==> src/sv/bbf_pkg.sv <==
// shared types and constants of the band-pass biquad bank
// no dependencies; used by the top level, the datapath and the checker
package bbf_pkg;

    localparam int BANDS_DEFAULT   = 16;
    localparam int SAMPLE_BITS     = 16;
    localparam int COEF_BITS       = 20;
    localparam int COEF_FRAC       = COEF_BITS - 4;
    localparam int BAND_FIELD_BITS = 4;
    localparam int NUM_BANDS_BITS  = 5;
    localparam int SEL_BITS        = 2;

    // operation codes
    localparam logic OP_SAMPLE     = 1'b0;
    localparam logic OP_COEF_WRITE = 1'b1;

    // coefficient select codes
    localparam logic [SEL_BITS-1:0] SEL_B0 = 2'd0;
    localparam logic [SEL_BITS-1:0] SEL_A1 = 2'd1;
    localparam logic [SEL_BITS-1:0] SEL_A2 = 2'd2;

    localparam logic [NUM_BANDS_BITS-1:0] NUM_BANDS_RESET = 5'd16;

    typedef struct packed {
        logic                          operation;
        logic [BAND_FIELD_BITS-1:0]    band;
        logic [SEL_BITS-1:0]           coef_select;
        logic signed [COEF_BITS-1:0]   coef_value;
        logic signed [SAMPLE_BITS-1:0] sample;
    } in_item_t;

    typedef struct packed {
        logic [BAND_FIELD_BITS-1:0]    out_band;
        logic signed [SAMPLE_BITS-1:0] band_sample;
        logic                          clipped;
        logic                          last;
    } out_item_t;

    // control that travels with a band through the pipeline
    typedef struct packed {
        logic valid;
        logic last;
    } pipe_ctrl_t;

    // control captured at issue: which memory words are still at reset value
    typedef struct packed {
        logic valid;
        logic last;
        logic coef_ok;
        logic hist_ok;
    } issue_t;

    // history write-back from the arithmetic pipeline
    typedef struct packed {
        logic                          en;
        logic signed [SAMPLE_BITS-1:0] y_new;
        logic signed [SAMPLE_BITS-1:0] y_old;
    } hist_wb_t;

endpackage

==> src/sv/bbf_datapath.sv <==
// multiply, accumulate, round and saturate pipeline with output register
// depends on bbf_pkg
module bbf_datapath #(
    parameter int BANDS = bbf_pkg::BANDS_DEFAULT,
    localparam int BAND_W = (BANDS > 1) ? $clog2(BANDS) : 1
) (
    input  logic                                    aclk,
    input  logic                                    aresetn,
    output logic                                    advance,
    output logic                                    busy,
    input  bbf_pkg::pipe_ctrl_t                     in_ctrl,
    input  logic [BAND_W-1:0]                       in_band,
    input  logic signed [bbf_pkg::SAMPLE_BITS:0]    diff,
    input  logic signed [bbf_pkg::COEF_BITS-1:0]    b0,
    input  logic signed [bbf_pkg::COEF_BITS-1:0]    a1,
    input  logic signed [bbf_pkg::COEF_BITS-1:0]    a2,
    input  logic signed [bbf_pkg::SAMPLE_BITS-1:0]  y1,
    input  logic signed [bbf_pkg::SAMPLE_BITS-1:0]  y2,
    output bbf_pkg::hist_wb_t                       wb,
    output logic [BAND_W-1:0]                       wb_band,
    output logic                                    m_valid,
    input  logic                                    m_ready,
    output bbf_pkg::out_item_t                      m_item
);

    localparam int SB     = bbf_pkg::SAMPLE_BITS;
    localparam int CB     = bbf_pkg::COEF_BITS;
    localparam int FRAC   = bbf_pkg::COEF_FRAC;
    localparam int BF     = bbf_pkg::BAND_FIELD_BITS;
    localparam int ACC_W  = SB + CB + 2;
    localparam int Q_W    = ACC_W - FRAC;
    localparam logic signed [ACC_W-1:0] HALF =
        {{(ACC_W - FRAC){1'b0}}, 1'b1, {(FRAC - 1){1'b0}}};
    localparam logic signed [SB-1:0] SMAX = {1'b0, {(SB - 1){1'b1}}};
    localparam logic signed [SB-1:0] SMIN = {1'b1, {(SB - 1){1'b0}}};

    logic signed [SB+CB:0]   prod_gain;
    logic signed [SB+CB-1:0] prod_fb1;
    logic signed [SB+CB-1:0] prod_fb2;

    logic                    a_valid_reg;
    logic                    a_last_reg;
    logic [BAND_W-1:0]       a_band_reg;
    logic signed [SB+CB:0]   a_gain_reg;
    logic signed [SB+CB-1:0] a_fb1_reg;
    logic signed [SB+CB-1:0] a_fb2_reg;
    logic signed [SB-1:0]    a_y1_reg;

    logic                    m_valid_reg;
    bbf_pkg::out_item_t      m_item_reg;
    bbf_pkg::out_item_t      result;

    logic signed [ACC_W-1:0] acc;
    logic [Q_W-1:0]          q;
    logic [Q_W-SB:0]         q_top;
    logic                    fits;
    logic signed [SB-1:0]    y_sat;

    assign advance = !m_valid_reg || m_ready;
    assign busy    = a_valid_reg;

    // stage one: three products
    assign prod_gain = diff * b0;
    assign prod_fb1  = y1 * a1;
    assign prod_fb2  = y2 * a2;

    // stage two: sum, round half up, saturate
    assign acc   = ACC_W'(a_gain_reg) - ACC_W'(a_fb1_reg) - ACC_W'(a_fb2_reg) + HALF;
    assign q     = acc[ACC_W-1:FRAC];
    assign q_top = q[Q_W-1:SB-1];
    assign fits  = (&q_top) || !(|q_top);
    assign y_sat = fits ? signed'(q[SB-1:0]) : (q[Q_W-1] ? SMIN : SMAX);

    always_comb begin
        result.out_band    = BF'(a_band_reg);
        result.band_sample = y_sat;
        result.clipped     = !fits;
        result.last        = a_last_reg;
    end

    always_ff @(posedge aclk) begin
        if (!aresetn) begin
            a_valid_reg <= 1'b0;
            m_valid_reg <= 1'b0;
        end else if (advance) begin
            a_valid_reg <= in_ctrl.valid;
            m_valid_reg <= a_valid_reg;
        end
    end

    always_ff @(posedge aclk) begin
        if (advance) begin
            a_last_reg <= in_ctrl.last;
            a_band_reg <= in_band;
            a_gain_reg <= prod_gain;
            a_fb1_reg  <= prod_fb1;
            a_fb2_reg  <= prod_fb2;
            a_y1_reg   <= y1;
            m_item_reg <= result;
        end
    end

    // history is written as the result enters the output register
    always_comb begin
        wb.en    = advance && a_valid_reg;
        wb.y_new = y_sat;
        wb.y_old = a_y1_reg;
    end
    assign wb_band = a_band_reg;

    assign m_valid = m_valid_reg;
    assign m_item  = m_item_reg;

endmodule

==> config.mk <==
export PLATFORM = sky130hd
export DESIGN_NAME = bbf_datapath
export DESIGN_NICKNAME = d
export VERILOG_FILES = /design/src/sv/bbf_pkg.sv /design/src/sv/bbf_datapath.sv
export SDC_FILE = /design/constraint.sdc
export NUM_CORES = 2
export LEC_CHECK = 0
export BUFFER_PORTS_ARGS = -buffer_cell sky130_fd_sc_hd__clkbuf_2
export CORE_ASPECT_RATIO = 0.75
export CORE_MARGIN = 2
export CORE_UTILIZATION = 40
export CTS_CLUSTER_SIZE = 40
export DETAILED_ROUTE_END_ITERATION = 12
export PLACE_DENSITY_LB_ADDON = 0.15
export SLEW_MARGIN = 30
export SYNTH_ARGS = -nofsm -noshare
export SYNTH_HDL_FRONTEND = slang
export SYNTH_SLANG_ARGS = --single-unit
==> constraint.sdc <==
create_clock -name aclk -period 14.9 [get_ports aclk]
set_input_delay 0.745 -clock aclk [delete_from_list [all_inputs] [get_ports aclk]]
set_output_delay 0.745 -clock aclk [all_outputs]
set_load 0.01 [all_outputs]
==> results_dict.tcl <==
set metrics [dict create \
    worstSetupPathType "input pin to register" \
    cts-root-buf "clkbuf_16" \
    ys_warn_count 0 \
    cts_sinks 154 \
    cp_max_fo 20 \
    portBuffers 179 \
    gp_congestion 0.818 \
    relSlewSlack 0.397 \
    core_sq_mm 0.108 \
    drv_cap 0 \
    grt.total_usage 0.198 \
    drt_first_pass_iters 5 \
    crit_path_frequent_cell "fa_1" \
    hold_class "register to register" \
    synth.distinct_cells 79 \
    post-cts-setup-buffer-count 0 \
    grt_antenna_before_repair 3 \
    grt.overflow.total 0 \
    grt_max_degree 69 \
    finalHoldViolCount 0 \
    fin_skew_ns 0.0183 \
    setup_violations 0 \
    maxSlewViolCount 0 \
    synthesis.area_sq_mm 0.0437 \
    critPathMaxStageDelay_ns 0.62 \
    cts_buffer_depth 2 \
    synthToLayoutAreaGrowth_pct 5.99 \
    rows 104 \
    avgViaCountPerCell 4.86 \
    hp-start "a_last_reg" \
    crit_slowest_cell "or4b_2" \
    cts_buffers 17 \
    tns_ns 0 \
    ioPinCount 180 \
    seq_area_sq_mm 0.00460 \
    clock_latency_ns 0.48 \
    synth_edf_count 152 \
    die_h_um 290 \
    largest_reg_flops 37 \
    grt_pass1_wl_um 173000 \
    vias 28900 \
    synthArstFlopShare 0 \
    postSynthCellCount 4475 \
    drt_wl_total_um 105000 \
    ys.flop_type "edfxtp_1" \
    cp-start-kind "input pin" \
    max_freq_mhz 138 \
    cts_tree "built" \
    reg2reg_from "a_fb2_reg[9]" \
    path_cells "clkbuf_2 -> and2_1 -> fa_1 -> inv_1 -> fa_1 -> fa_1 -> inv_1 -> fa_1 -> fa_1 -> inv_1 -> fa_1 -> inv_1 -> ha_1 -> a21oi_1 -> o21ai_0 -> a22o_1 -> o31ai_2 -> a311oi_1 -> o21a_1 -> o311ai_1 -> or4b_2 -> o311ai_0" \
    required_ns 15.15 \
    ys_top_cells_by_count "inv_1, fa_1, nand2_1" \
    syn_nets 5948 \
    synth_area_leaders "fa_1, edfxtp_1, ha_1" \
    netlist.area_leader.share 0.464 \
    period_share 0.488 \
    tightest_slew_ns 0.905 \
    min_period_ns 7.27 \
    grt_pass1_vias 30900 \
    crit_arrival_ns 7.53 \
    htreeDepth 4 \
    fp.dieW_um 385 \
    fill_cells 10600 \
    die_area_sq_mm 0.112 \
    crit_start "diff[5]" \
    rsz0062_at_grt "false" \
    antenna_left 0 \
    hpwlAfterDp_um 89200 \
    synth.largest_area_cell "fa_1" \
    multi_input_area_sq_mm 0.0341 \
    clkTransAtPathRegs_ns 0.07 \
    wire_per_inst_um 17.6 \
    status "finished clean" \
    ys_ff_latch 154 \
    initial_core_util 0.405 \
    first_iter_violations 1465 \
    ctsResizeCount 0 \
    avgSynthCellArea_sq_um 9.75 \
    drive_gt1_frac 0.0565 \
    yosysMostFrequentCell "inv_1" \
    yosysSeqAreaShare 0.105 \
    fin_nets 5974 \
    hold_buffers 0 \
    drc 0 \
    endpoint_kind "register" \
]
-- placed cells by master (no fill, tap or decap), types with 31 or more instances in the layout --
master,Yosys,routed
a21o_1,49,49
xnor2_1,101,101
o21ai_0,45,45
a21oi_1,99,99
xor2_1,31,31
nor2_1,92,92
nand2_1,518,518
inv_1,1112,1112
and2_1,462,462
clkbuf_2,0,179
fa_1,1012,1012
ha_1,343,343
edfxtp_1,152,152
-- layer usage --
| layer | routed length (um) | track usage | up-vias |
|---|---|---|---|
| met1 | 54200 | 0.317 | 15000 |
| met2 | 44900 | 0.289 | 542 |
| li1 | - | - | 13300 |
| met3 | 4740 | 0.0265 | 46 |
| met5 | 16 | 0 | - |
| met4 | 1000 | 0.0304 | 2 |
-- area by class of cell --
cell class | count | area share
multi-input cells | 3029 | 0.737
flip-flops and latches | 154 | 0.0995
inverters | 1115 | 0.0905
well taps | 1431 | 0.0387
repair buffers | 184 | 0.0202
clock buffers | 17 | 0.00919
clock inverters | 15 | 0.00446
diodes | 2 | 0.000108
-- critical path: cells and delay by family --
kind,cells,cell delay [ns]
fa+ha+maj,7,3.29
compound gates,8,2.07
simple gates,2,0.92
buf+inv,5,0.49
-- logic make-up (layout without fill, tap and decap cells) --
| logic type | count (synthesis) | count (layout) | share of synthesized area |
|---|---|---|---|
| xor gates and xnor gates | 135 | 135 | 0.0281 |
| muxes | 3 | 3 | 0.000688 |
| other | 0 | 2 | 0 |
| AOI/OAI and AO/OA | 342 | 342 | 0.0546 |
| and+or+nand+nor | 1194 | 1194 | 0.136 |
| buffers and inverters | 1292 | 1331 | 0.113 |
| adders and majority gates | 1355 | 1355 | 0.562 |
| DFF | 154 | 154 | 0.105 |
-- worst paths after layout --
path | endpoint | slack (ns) | cells after the start
setup reg to reg | m_item[12] | 10.24 | 14
hold reg to reg | m_item[0] | 0.42 | 0
hold / removal | m_item[0] | 0.42 | 0
setup / recovery | a_gain_reg[35] | 7.63 | 22
-- metrics by stage --
stage | std cells | utilization | hold WS [ns] | worst slack [ns] | cell area (sq um)
after detailed placement | 5913 | 0.423 | 0.406 | 7.25 | 45600
after floorplan | 4475 | - | 0.400 | 8.16 | 43700
after global routing | 5945 | 0.429 | 0.419 | 7.35 | 46300
final | 5947 | 0.429 | 0.422 | 7.63 | 46300
after CTS | 5945 | 0.429 | 0.411 | 7.76 | 46300
after global placement | 5913 | 0.423 | 0.402 | 7.35 | 45600
Power is left out: the tool's default activity adds up to more than one toggle a clock period on the data nets, which glitch-free logic cannot reach.
