===== src/sv/bbf_ram.sv =====
// generic single-port-write, single-port-read ram with registered read
// no dependencies
module bbf_ram #(
    parameter int WIDTH = 32,
    parameter int DEPTH = 16,
    localparam int ADDR_W = (DEPTH > 1) ? $clog2(DEPTH) : 1
) (
    input  logic              aclk,
    input  logic              wr_en,
    input  logic [ADDR_W-1:0] wr_addr,
    input  logic [WIDTH-1:0]  wr_data,
    input  logic              rd_en,
    input  logic [ADDR_W-1:0] rd_addr,
    output logic [WIDTH-1:0]  rd_data
);

    logic [WIDTH-1:0] mem_reg [DEPTH];
    logic [WIDTH-1:0] rd_data_reg;

    always_ff @(posedge aclk) begin
        if (wr_en) begin
            mem_reg[wr_addr] <= wr_data;
        end
        if (rd_en) begin
            rd_data_reg <= mem_reg[rd_addr];
        end
    end

    assign rd_data = rd_data_reg;

endmodule


===== config.mk =====
export PLATFORM = sky130hd
export DESIGN_NAME = bbf_ram
export DESIGN_NICKNAME = d
export VERILOG_FILES = /design/src/sv/bbf_ram.sv
export SDC_FILE = /design/constraint.sdc
export NUM_CORES = 1
export LEC_CHECK = 0
export ABC_AREA = 1
export BUFFER_PORTS_ARGS = -buffer_cell sky130_fd_sc_hd__buf_4
export CAP_MARGIN = 20
export CORE_AREA = 2 2 281 283
export DETAILED_ROUTE_END_ITERATION = 16
export DIE_AREA = 0 0 283 285
export GPL_ROUTABILITY_DRIVEN = 0
export PLACE_DENSITY_LB_ADDON = 0.12
export SYNTH_ARGS = -nofsm -noshare
export SYNTH_HDL_FRONTEND = slang
export SYNTH_SLANG_ARGS = --single-unit

===== constraint.sdc =====
create_clock -name aclk -period 2.5 [get_ports aclk]
set_input_delay 0.375 -clock aclk [delete_from_list [all_inputs] [get_ports aclk]]
set_output_delay 0.375 -clock aclk [all_outputs]
set_load 0.01 [all_outputs]

==> run metrics, run 1 <==
placed insts 3180; aggregate routed wire length 61.9 mm; crit end category output pin; maximum number of pins on one net before global-route repair 105; placeable core region 78000 um^2; category of cells accounting for the largest share of critical-path delay flip-flops; post-place instance area 25000 um^2; number of placed I/O pins 75; pins over their slew limit 0; Relative slew margins 0.326; chain of cells forming the critical path buf_4; average footprint of a synthesized cell 10.9 um^2; commonest non-fill, non-tap cells in the layout sky130_fd_sc_hd__nand2_1 (677), sky130_fd_sc_hd__edfxtp_1 (544), sky130_fd_sc_hd__inv_1 (386); Final Hold Fails 0; TritonCTS clock tree yes; post-route cell area 26800 um^2; clock skew after layout 0.0150 ns; Max stage delay on crit path 0.50 ns; die extent in y 285 um; clock input transition at the sequential cells of the worst setup and hold paths 0.06 ns; hold depth 1; Power per Cell Area 733 nW/um^2; final routed wire length divided by cell count 18.9 um; Resized Gates After CTS 0; Synth Instances 2120; remaining design rule violation count 0; transition time at the pin with the least slew margin 1.01 ns; starting DRC count in detailed routing 850; share of synthesized area occupied by flip-flops and latches 0.709; Syn-to-layout area delta 16.1%; flop-to-flop setup slack 1.30 ns; leakage 11.0 nW; cell at the slowest stage of the critical path sky130_fd_sc_hd__edfxtp_1; min-delay worst type input port to flop; combined buffer and inverter count along the critical path 1; Setup Crit Path Kind flop to output pin; fraction of final layout cells with drive strength greater than 1 0.0923; Cell Count, Final, Fillers Out 3282; total via count in the routed design 14400; FF+latch count, synth 544; final critical-path setup slack 0.821 ns; total of warnings raised by yosys 0; detail-routed via count per cell 4.38; via count of the first global-routing pass 14200; H-tree level count 2; cell count of the worst reg-to-reg path 6; net total in the final layout 2234; area of the mapped netlist 23100 um^2; number of antenna diodes 0; post-route setup TNS 0 ns; Final Setup Violations 0; Post CTS Setup Buffer Count 0; clock buffers created by TritonCTS 59; number of inserted filler cells in the final layout 7804; number of buffers inserted by port buffering 74; number of flip-flops under the largest register name 512; Max Cap Violations 0; most common library cell in the layout ignoring fill and taps sky130_fd_sc_hd__nand2_1; total congestion overflow 0; clock tree sinks 544; standard-cell rows 103; data arrival time of the critical path 1.30 ns; maximum root-to-sink buffer count 3; period utilization 0.671; cts hold-fix bufs 0; Yosys cell types 14; highest clock rate 596 MHz; global router's overall resource usage 0.154; data required time of the worst path 2.12 ns; clk root buf sky130_fd_sc_hd__clkbuf_16; final core utilization 0.343; initial standard-cell utilization of the core 0.296; top fanout value on the critical path 1; die footprint 80700 um^2; number of iterations in the first detailed-routing pass 4; RSZ-0062 raised after global routing no; global-route wire length before repair 93.7 mm; kind of start point of the critical path flop; clock network latency to the later pin of the worst-skew pair 0.61 ns; total number of cells along the worst setup path 1; Max IR drop VDD 541 uV; min cycle time layout 1.68 ns; Post-Synthesis Net Count 2163; Routed Antenna Nets 0; pre-CTS setup slack 0.536 ns; hpwl dp 31.7 mm; outcome finished clean; horizontal extent of the die 283 um; antenna violations before repair 0
## final cells by class
type                            instances  area (um^2)  area share
Timing Repair Buffer                  115         1240      0.0465
Sequential cell                       544        16300       0.610
Clock buffer                           80         1600      0.0597
Multi-Input combinational cell       1081         4670       0.174
Inverter                              390         1470      0.0551
Clock inverter                         22          125     0.00468
Tap cell                             1050         1310      0.0491
## through the flow
step / hold WS, ns / power, W
2_1_floorplan: 0.474 / 0.0112
3_3_place_gp: 0.688 / 0.0118
3_5_place_dp: 0.697 / 0.0119
4_1_cts: 0.0366 / 0.0199
5_1_grt: 0.0514 / 0.0204
6_report: 0.0780 / 0.0196
## where the power goes
| part | leakage (nW) | internal (W) | switching [W] | total [W] |
|---|---|---|---|---|
| registers | 4.94 | 0.0103 | 0.0000551 | 0.0103 |
| clock network | 0.835 | 0.00452 | 0.00348 | 0.00800 |
| logic | 5.24 | 0.000390 | 0.000899 | 0.00129 |
| total | 11.0 | 0.0152 | 0.00444 | 0.0196 |
## routing by layer
| layer | track usage | vias up | wire, um |
|---|---|---|---|
| li1 | - | 7013 | - |
| met1 | 0.215 | 7040 | 29400 |
| met2 | 0.255 | 248 | 29000 |
| met3 | 0.0206 | 86 | 2360 |
| met4 | 0.0363 | 0 | 1080 |
| met5 | 0 | - | 0 |
## final timing paths
path / start / end
max: rd_data[11] / rd_data[11]
min: wr_data[29] / mem_reg[9][29]
max reg2reg: mem_reg[5][24] / rd_data[24]
min reg2reg: mem_reg[10][0] / rd_data[0]
## kinds of logic (layout without fill, tap and decap cells)
group,count (synthesis),after routing,share of synthesized area
AND/OR/NAND/NOR,1081,1081,0.197
flip-flops,544,544,0.709
buffers and inverters,495,607,0.0941
## Yosys cell counts
cell	n	area share
sky130_fd_sc_hd__nand2_1	677	0.11
sky130_fd_sc_hd__edfxtp_1	544	0.71
sky130_fd_sc_hd__inv_1	388	0.063
sky130_fd_sc_hd__nand3_1	385	0.084
sky130_fd_sc_hd__buf_2	41	0.0089
sky130_fd_sc_hd__buf_6	29	0.014
sky130_fd_sc_hd__nor2_1	17	0.0028
sky130_fd_sc_hd__buf_1	14	0.0023
sky130_fd_sc_hd__clkbuf_1	14	0.0023
sky130_fd_sc_hd__buf_4	6	0.0020
sky130_fd_sc_hd__nand3b_1	2	0.00065
sky130_fd_sc_hd__buf_12	1	0.00087
sky130_fd_sc_hd__inv_2	1	0.00016
sky130_fd_sc_hd__inv_4	1	0.00027
Power figures use the tool's default switching activity.
==> run 2: changes to the inputs <==
clock period = 1.6 ns   (was 2.5 ns; I/O delays follow)
==> run 2 against run 1 <==
Global-route usage rose by 0.62 points. Clock skew rose by 0.0091 ns. Non-clock buffer count rose by 91. Critical path depth did not move. Sequential share of layout area fell by 2.7 points. Worst hold slack improved by 0.070 ns. Wire length rose by 3.8%. First-iteration DRC count rose by 19%. Largest cell class unchanged. Largest power group unchanged.
==> run metrics, run 2 (synthesized netlist as in run 1, its figures left out) <==
remaining design rule violation count 0 (unchanged); Power per Cell Area 1130 nW/um^2 (+54%); sequential cell area 16300 um^2 (unchanged); number of antenna diodes 0 (unchanged); Max Cap Violations 0 (unchanged); data arrival time of the critical path 1.23 ns (-0.07 ns); starting DRC count in detailed routing 1013 (+19%); Max IR drop VDD 875 uV (+62%); Routed Antenna Nets 0 (unchanged); highest clock rate 682 MHz; RSZ-0062 raised after global routing no; global-route wire length before repair 96.7 mm (+3.2%); via count of the first global-routing pass 14800 (+3.9%); clock tree sinks 544 (unchanged); pins over their slew limit 0 (unchanged); clock skew after layout 0.0242 ns (+0.00914 ns); fraction of final layout cells with drive strength greater than 1 0.118 (+0.0256); placeable core region 78000 um^2 (unchanged); detail-routed via count per cell 4.38 (about the same); cell count of the worst reg-to-reg path 6 (unchanged); horizontal extent of the die 283 um (unchanged); total congestion overflow 0 (unchanged); Final Setup Violations 0 (unchanged); outcome finished clean; die extent in y 285 um (unchanged); aggregate routed wire length 64.3 mm (+3.8%); kind of start point of the critical path flop; chain of cells forming the critical path buf_4; maximum root-to-sink buffer count 3 (unchanged); number of flip-flops under the largest register name 512 (unchanged); initial standard-cell utilization of the core 0.296 (unchanged); Max stage delay on crit path 0.44 ns (-0.06 ns); period utilization 0.916; number of inserted filler cells in the final layout 7786 (-0.23%); antenna violations before repair 0 (unchanged); die footprint 80700 um^2 (unchanged); Relative slew margins 0.678 (+0.352); min-delay worst type input port to flop; leakage 11.6 nW (+5.5%); clock input transition at the sequential cells of the worst setup and hold paths 0.06 ns (about the same); total via count in the routed design 14800 (+3.0%); number of buffers inserted by port buffering 74 (unchanged); Resized Gates After CTS 0 (unchanged); Final Hold Fails 0 (unchanged); clock buffers created by TritonCTS 60 (+1.7%); cts hold-fix bufs 32 (+32); most common library cell in the layout ignoring fill and taps sky130_fd_sc_hd__nand2_1; data required time of the worst path 1.36 ns (-0.76 ns); transition time at the pin with the least slew margin 0.483 ns (-0.527 ns); commonest non-fill, non-tap cells in the layout sky130_fd_sc_hd__nand2_1 (677), sky130_fd_sc_hd__edfxtp_1 (544), sky130_fd_sc_hd__inv_1 (386); Total Power Consumption 0.0316 W (+61%); Post CTS Setup Buffer Count 0 (unchanged); standard-cell rows 103 (unchanged); cell at the slowest stage of the critical path sky130_fd_sc_hd__edfxtp_1; total number of cells along the worst setup path 1 (unchanged); combined buffer and inverter count along the critical path 1 (unchanged); post-route setup TNS 0 ns (unchanged); crit end category output pin; clock network latency to the later pin of the worst-skew pair 0.63 ns (+0.02 ns); TritonCTS clock tree yes; Syn-to-layout area delta 21.5%; number of placed I/O pins 75 (unchanged); net total in the final layout 2326 (+4.1%); min cycle time layout 1.47 ns; global router's overall resource usage 0.160 (+0.00618); category of cells accounting for the largest share of critical-path delay flip-flops; number of iterations in the first detailed-routing pass 5 (+1); maximum number of pins on one net before global-route repair 49 (-53%); hpwl dp 36.2 mm (+14%); H-tree level count 2 (unchanged); Setup Crit Path Kind flop to output pin; clk root buf sky130_fd_sc_hd__clkbuf_16; top fanout value on the critical path 1 (unchanged); flop-to-flop setup slack 0.43 ns (-0.87 ns); combined area of the multi-input logic cells 4670 um^2 (unchanged); final routed wire length divided by cell count 19.0 um (+0.77%); hold depth 2 (+1)
-- run 2: routing by layer --
| metal | up-vias | routed length (um) | global-route usage |
|---|---|---|---|
| li1 | 7202 | - | - |
| met1 | 7248 | 29600 | 0.216 |
| met2 | 273 | 30800 | 0.270 |
| met3 | 93 | 2430 | 0.0241 |
| met4 | 0 | 1420 | 0.0415 |
| met5 | - | 0 | 0 |
-- run 2: worst paths after layout --
check / end / start
worst max-delay path: rd_data[3] / rd_data[3]
worst min-delay path: rd_data[7] / rd_en
worst max register to register: rd_data[17] / mem_reg[13][17]
worst min register to register: rd_data[20] / mem_reg[10][20]
-- run 2: metrics by stage --
| step | area, um^2 | hold slack (ns) | setup slack [ns] | utilization | instances |
|---|---|---|---|---|---|
| after global routing | 28000 | 0.142 | 0.0696 | 0.359 | 3382 |
| after global placement | 25900 | 0.562 | -0.00795 | 0.332 | 3239 |
| after detailed placement | 25900 | 0.560 | -0.00108 | 0.332 | 3239 |
| after floorplan | 23100 | 0.339 | -0.173 | - | 2120 |
| final | 28000 | 0.148 | 0.134 | 0.359 | 3382 |
| after CTS | 28000 | 0.131 | 0.0564 | 0.359 | 3382 |
-- run 2: power by group --
| group | switching (W) | internal, W | total, W |
|---|---|---|---|
| registers | 0.0000844 | 0.0161 | 0.0161 |
| logic | 0.00144 | 0.000805 | 0.00224 |
| clock network | 0.00571 | 0.00749 | 0.0132 |
| total | 0.00723 | 0.0243 | 0.0316 |
-- run 2: layout make-up --
cell class	count	share of cell area
Tap cell	1050	0.0469
Multi-Input combinational cell	1081	0.167
Timing Repair Buffer	206	0.0851
Clock buffer	73	0.0553
Sequential cell	544	0.583
Clock inverter	38	0.0105
Inverter	390	0.0526
==> run 3: changes to the inputs <==
MAX_ROUTING_LAYER = met4   (was default)
PLACE_DENSITY_LB_ADDON = default   (was 0.12)
==> run 3 against run 2 <==
Sequential share of layout area increased by 0.34 points. Clock skew increased by 0.0018 ns. Power up 0.31%. Sequential power hardly changed. Sequential cell count did not move. Highest routed layer unchanged. Final area is 0.57% lower. Fmax shrank 3.3%. Cell count decreased by 0.92%. Critical path depth is the same. First-iteration DRC count is 26% higher. Worst hold slack worse by 0.018 ns. Wire length is 11% lower.
==> run metrics, run 3 (synthesized netlist as in run 1, its figures left out) <==
chain of cells forming the critical path buf_4; number of placed I/O pins 75 (unchanged); startpoint of the tightest hold check path rd_en; outcome finished clean; Final Hold Fails 0 (unchanged); Max IR drop VDD 837 uV (-4.2%); Cell Count, Final, Fillers Out 3351 (-0.92%); period utilization 0.948 (+0.0313); startpoint of the lowest-slack register-to-register path mem_reg[2][27]; clock input transition at the sequential cells of the worst setup and hold paths 0.06 ns (about the same); maximum number of pins on one net before global-route repair 57 (+16%); H-tree level count 2 (unchanged); min-delay worst type input port to flop; Max stage delay on crit path 0.47 ns (+0.03 ns); cell at the slowest stage of the critical path sky130_fd_sc_hd__edfxtp_1; min cycle time layout 1.52 ns (+0.0502 ns); initial standard-cell utilization of the core 0.296 (unchanged); maximum root-to-sink buffer count 3 (unchanged); commonest non-fill, non-tap cells in the layout sky130_fd_sc_hd__nand2_1 (677), sky130_fd_sc_hd__edfxtp_1 (544), sky130_fd_sc_hd__inv_1 (386); placed insts 3222 (-0.52%); die footprint 80700 um^2 (unchanged); detail-routed via count per cell 4.37 (-0.30%); worst hold slack 0.129 ns (-0.0182 ns); clock skew after layout 0.0260 ns (+0.00182 ns); kind of start point of the critical path flop; sequential cell area 16300 um^2 (unchanged); pins over their slew limit 0 (unchanged); crit end category output pin; aggregate routed wire length 57.2 mm (-11%); total via count in the routed design 14600 (-1.2%); final routed wire length divided by cell count 17.1 um (-10%); Final Setup Violations 0 (unchanged); number of flip-flops under the largest register name 512 (unchanged); via count of the first global-routing pass 14300 (-3.2%); clock buffers created by TritonCTS 54 (-10%); remaining design rule violation count 0 (unchanged); transition time at the pin with the least slew margin 0.443 ns (-0.0401 ns); antenna violations before repair 2 (+2); number of inserted filler cells in the final layout 7562 (-2.9%); final critical-path setup slack 0.0838 ns (-0.0502 ns); net total in the final layout 2303 (-0.99%); global-route wire length before repair 87.6 mm (-9.4%); Power per Cell Area 1140 nW/um^2 (+0.89%); total congestion overflow 0 (unchanged); Relative slew margins 0.704 (+0.0260); TritonCTS clock tree yes; global router's overall resource usage 0.146 (-0.0143); Setup Crit Path Kind flop to output pin; Routed Antenna Nets 0 (unchanged); RSZ-0062 raised after global routing no; combined area of the multi-input logic cells 4670 um^2 (unchanged); number of buffers inserted by port buffering 74 (unchanged); Max Cap Violations 0 (unchanged); fraction of final layout cells with drive strength greater than 1 0.111 (-0.00701); clk root buf sky130_fd_sc_hd__clkbuf_16; clock tree sinks 544 (unchanged); pre-CTS setup slack 0.0592 ns (+0.0603 ns); highest clock rate 660 MHz (-3.3%); CP startpoint rd_data[13]; hpwl dp 32.7 mm (-9.6%); die extent in y 285 um (unchanged); Resized Gates After CTS 0 (unchanged); post-route setup TNS 0 ns (unchanged); number of iterations in the first detailed-routing pass 5 (unchanged); placeable core region 78000 um^2 (unchanged); top fanout value on the critical path 1 (unchanged); combined buffer and inverter count along the critical path 1 (unchanged); Total Power Consumption 0.0317 W (+0.31%); most common library cell in the layout ignoring fill and taps sky130_fd_sc_hd__nand2_1; standard-cell rows 103 (unchanged); horizontal extent of the die 283 um (unchanged); leakage 11.5 nW (-0.91%); data required time of the worst path 1.36 ns (about the same); starting DRC count in detailed routing 1275 (+26%); category of cells accounting for the largest share of critical-path delay flip-flops; data arrival time of the critical path 1.28 ns (+0.05 ns); clock network latency to the later pin of the worst-skew pair 0.62 ns (about the same); Syn-to-layout area delta 20.8%
## run 3: changes by cell type in the layout (fill, tap and decap cells not counted), moves of 2 or more
cell	before	now
sky130_fd_sc_hd__clkinv_1	17	9
sky130_fd_sc_hd__clkinv_2	12	6
sky130_fd_sc_hd__buf_12	60	55
sky130_fd_sc_hd__bufinv_16	4	11
sky130_fd_sc_hd__clkbuf_1	13	8
sky130_fd_sc_hd__clkbuf_16	60	54
sky130_fd_sc_hd__diode_2	0	2
sky130_fd_sc_hd__buf_4	113	101
## run 3: repair_timing
action                    in CTS  in global routing
setup buffers                  0                  0
hold endpoints to repair     512                  0
hold buffers                  32                  0
## run 3: report_power, final
| group | internal (W) | switching (W) | total, W |
|---|---|---|---|
| clock | 0.00798 | 0.00541 | 0.0134 |
| combinational | 0.000760 | 0.00138 | 0.00214 |
| sequential | 0.0161 | 0.0000987 | 0.0161 |
| total | 0.0248 | 0.00688 | 0.0317 |
## run 3: worst paths after layout
path / endpoint / slack, ns / cells past startpoint
setup / recovery: rd_data[13] / 0.08 / 1
hold / removal: rd_data[1] / 0.13 / 2
hold reg to reg: rd_data[6] / 0.72 / 6
setup reg to reg: rd_data[27] / 0.49 / 6
## run 3: layer usage
metal / wire (um) / vias up / track usage / part of all wire
met4: 1760 / 0 / 0.0501 / 0.031
met2: 27600 / 351 / 0.236 / 0.48
met1: 25000 / 7022 / 0.187 / 0.44
met5: 0 / - / - / 0
li1: - / 7149 / - / -
met3: 2830 / 114 / 0.0222 / 0.050
## run 3: layout make-up
class	instances	area share
repair buffers	189	0.0787
clock buffers	62	0.0496
diodes	2	0.000180
well taps	1050	0.0472
inverters	390	0.0529
clock inverters	33	0.0175
multi-input cells	1081	0.168
flip-flops and latches	544	0.586
## run 3: metrics by stage
stage | utilization | cell area (um^2)
global placement | 0.329 | 25700
finish | 0.357 | 27900
CTS | 0.357 | 27900
global route | 0.357 | 27900
detailed placement | 0.329 | 25700
floorplan | - | 23100
## run 3: worst register-to-register path, cell delays in order, from the launching register on
cell and delay [ns]:
sky130_fd_sc_hd__edfxtp_1 0.37, sky130_fd_sc_hd__inv_1 0.06, sky130_fd_sc_hd__nand2_1 0.05, sky130_fd_sc_hd__nand3_1 0.06, sky130_fd_sc_hd__nand3_1 0.07, sky130_fd_sc_hd__nand3_1 0.11, sky130_fd_sc_hd__nand2_1 0.13
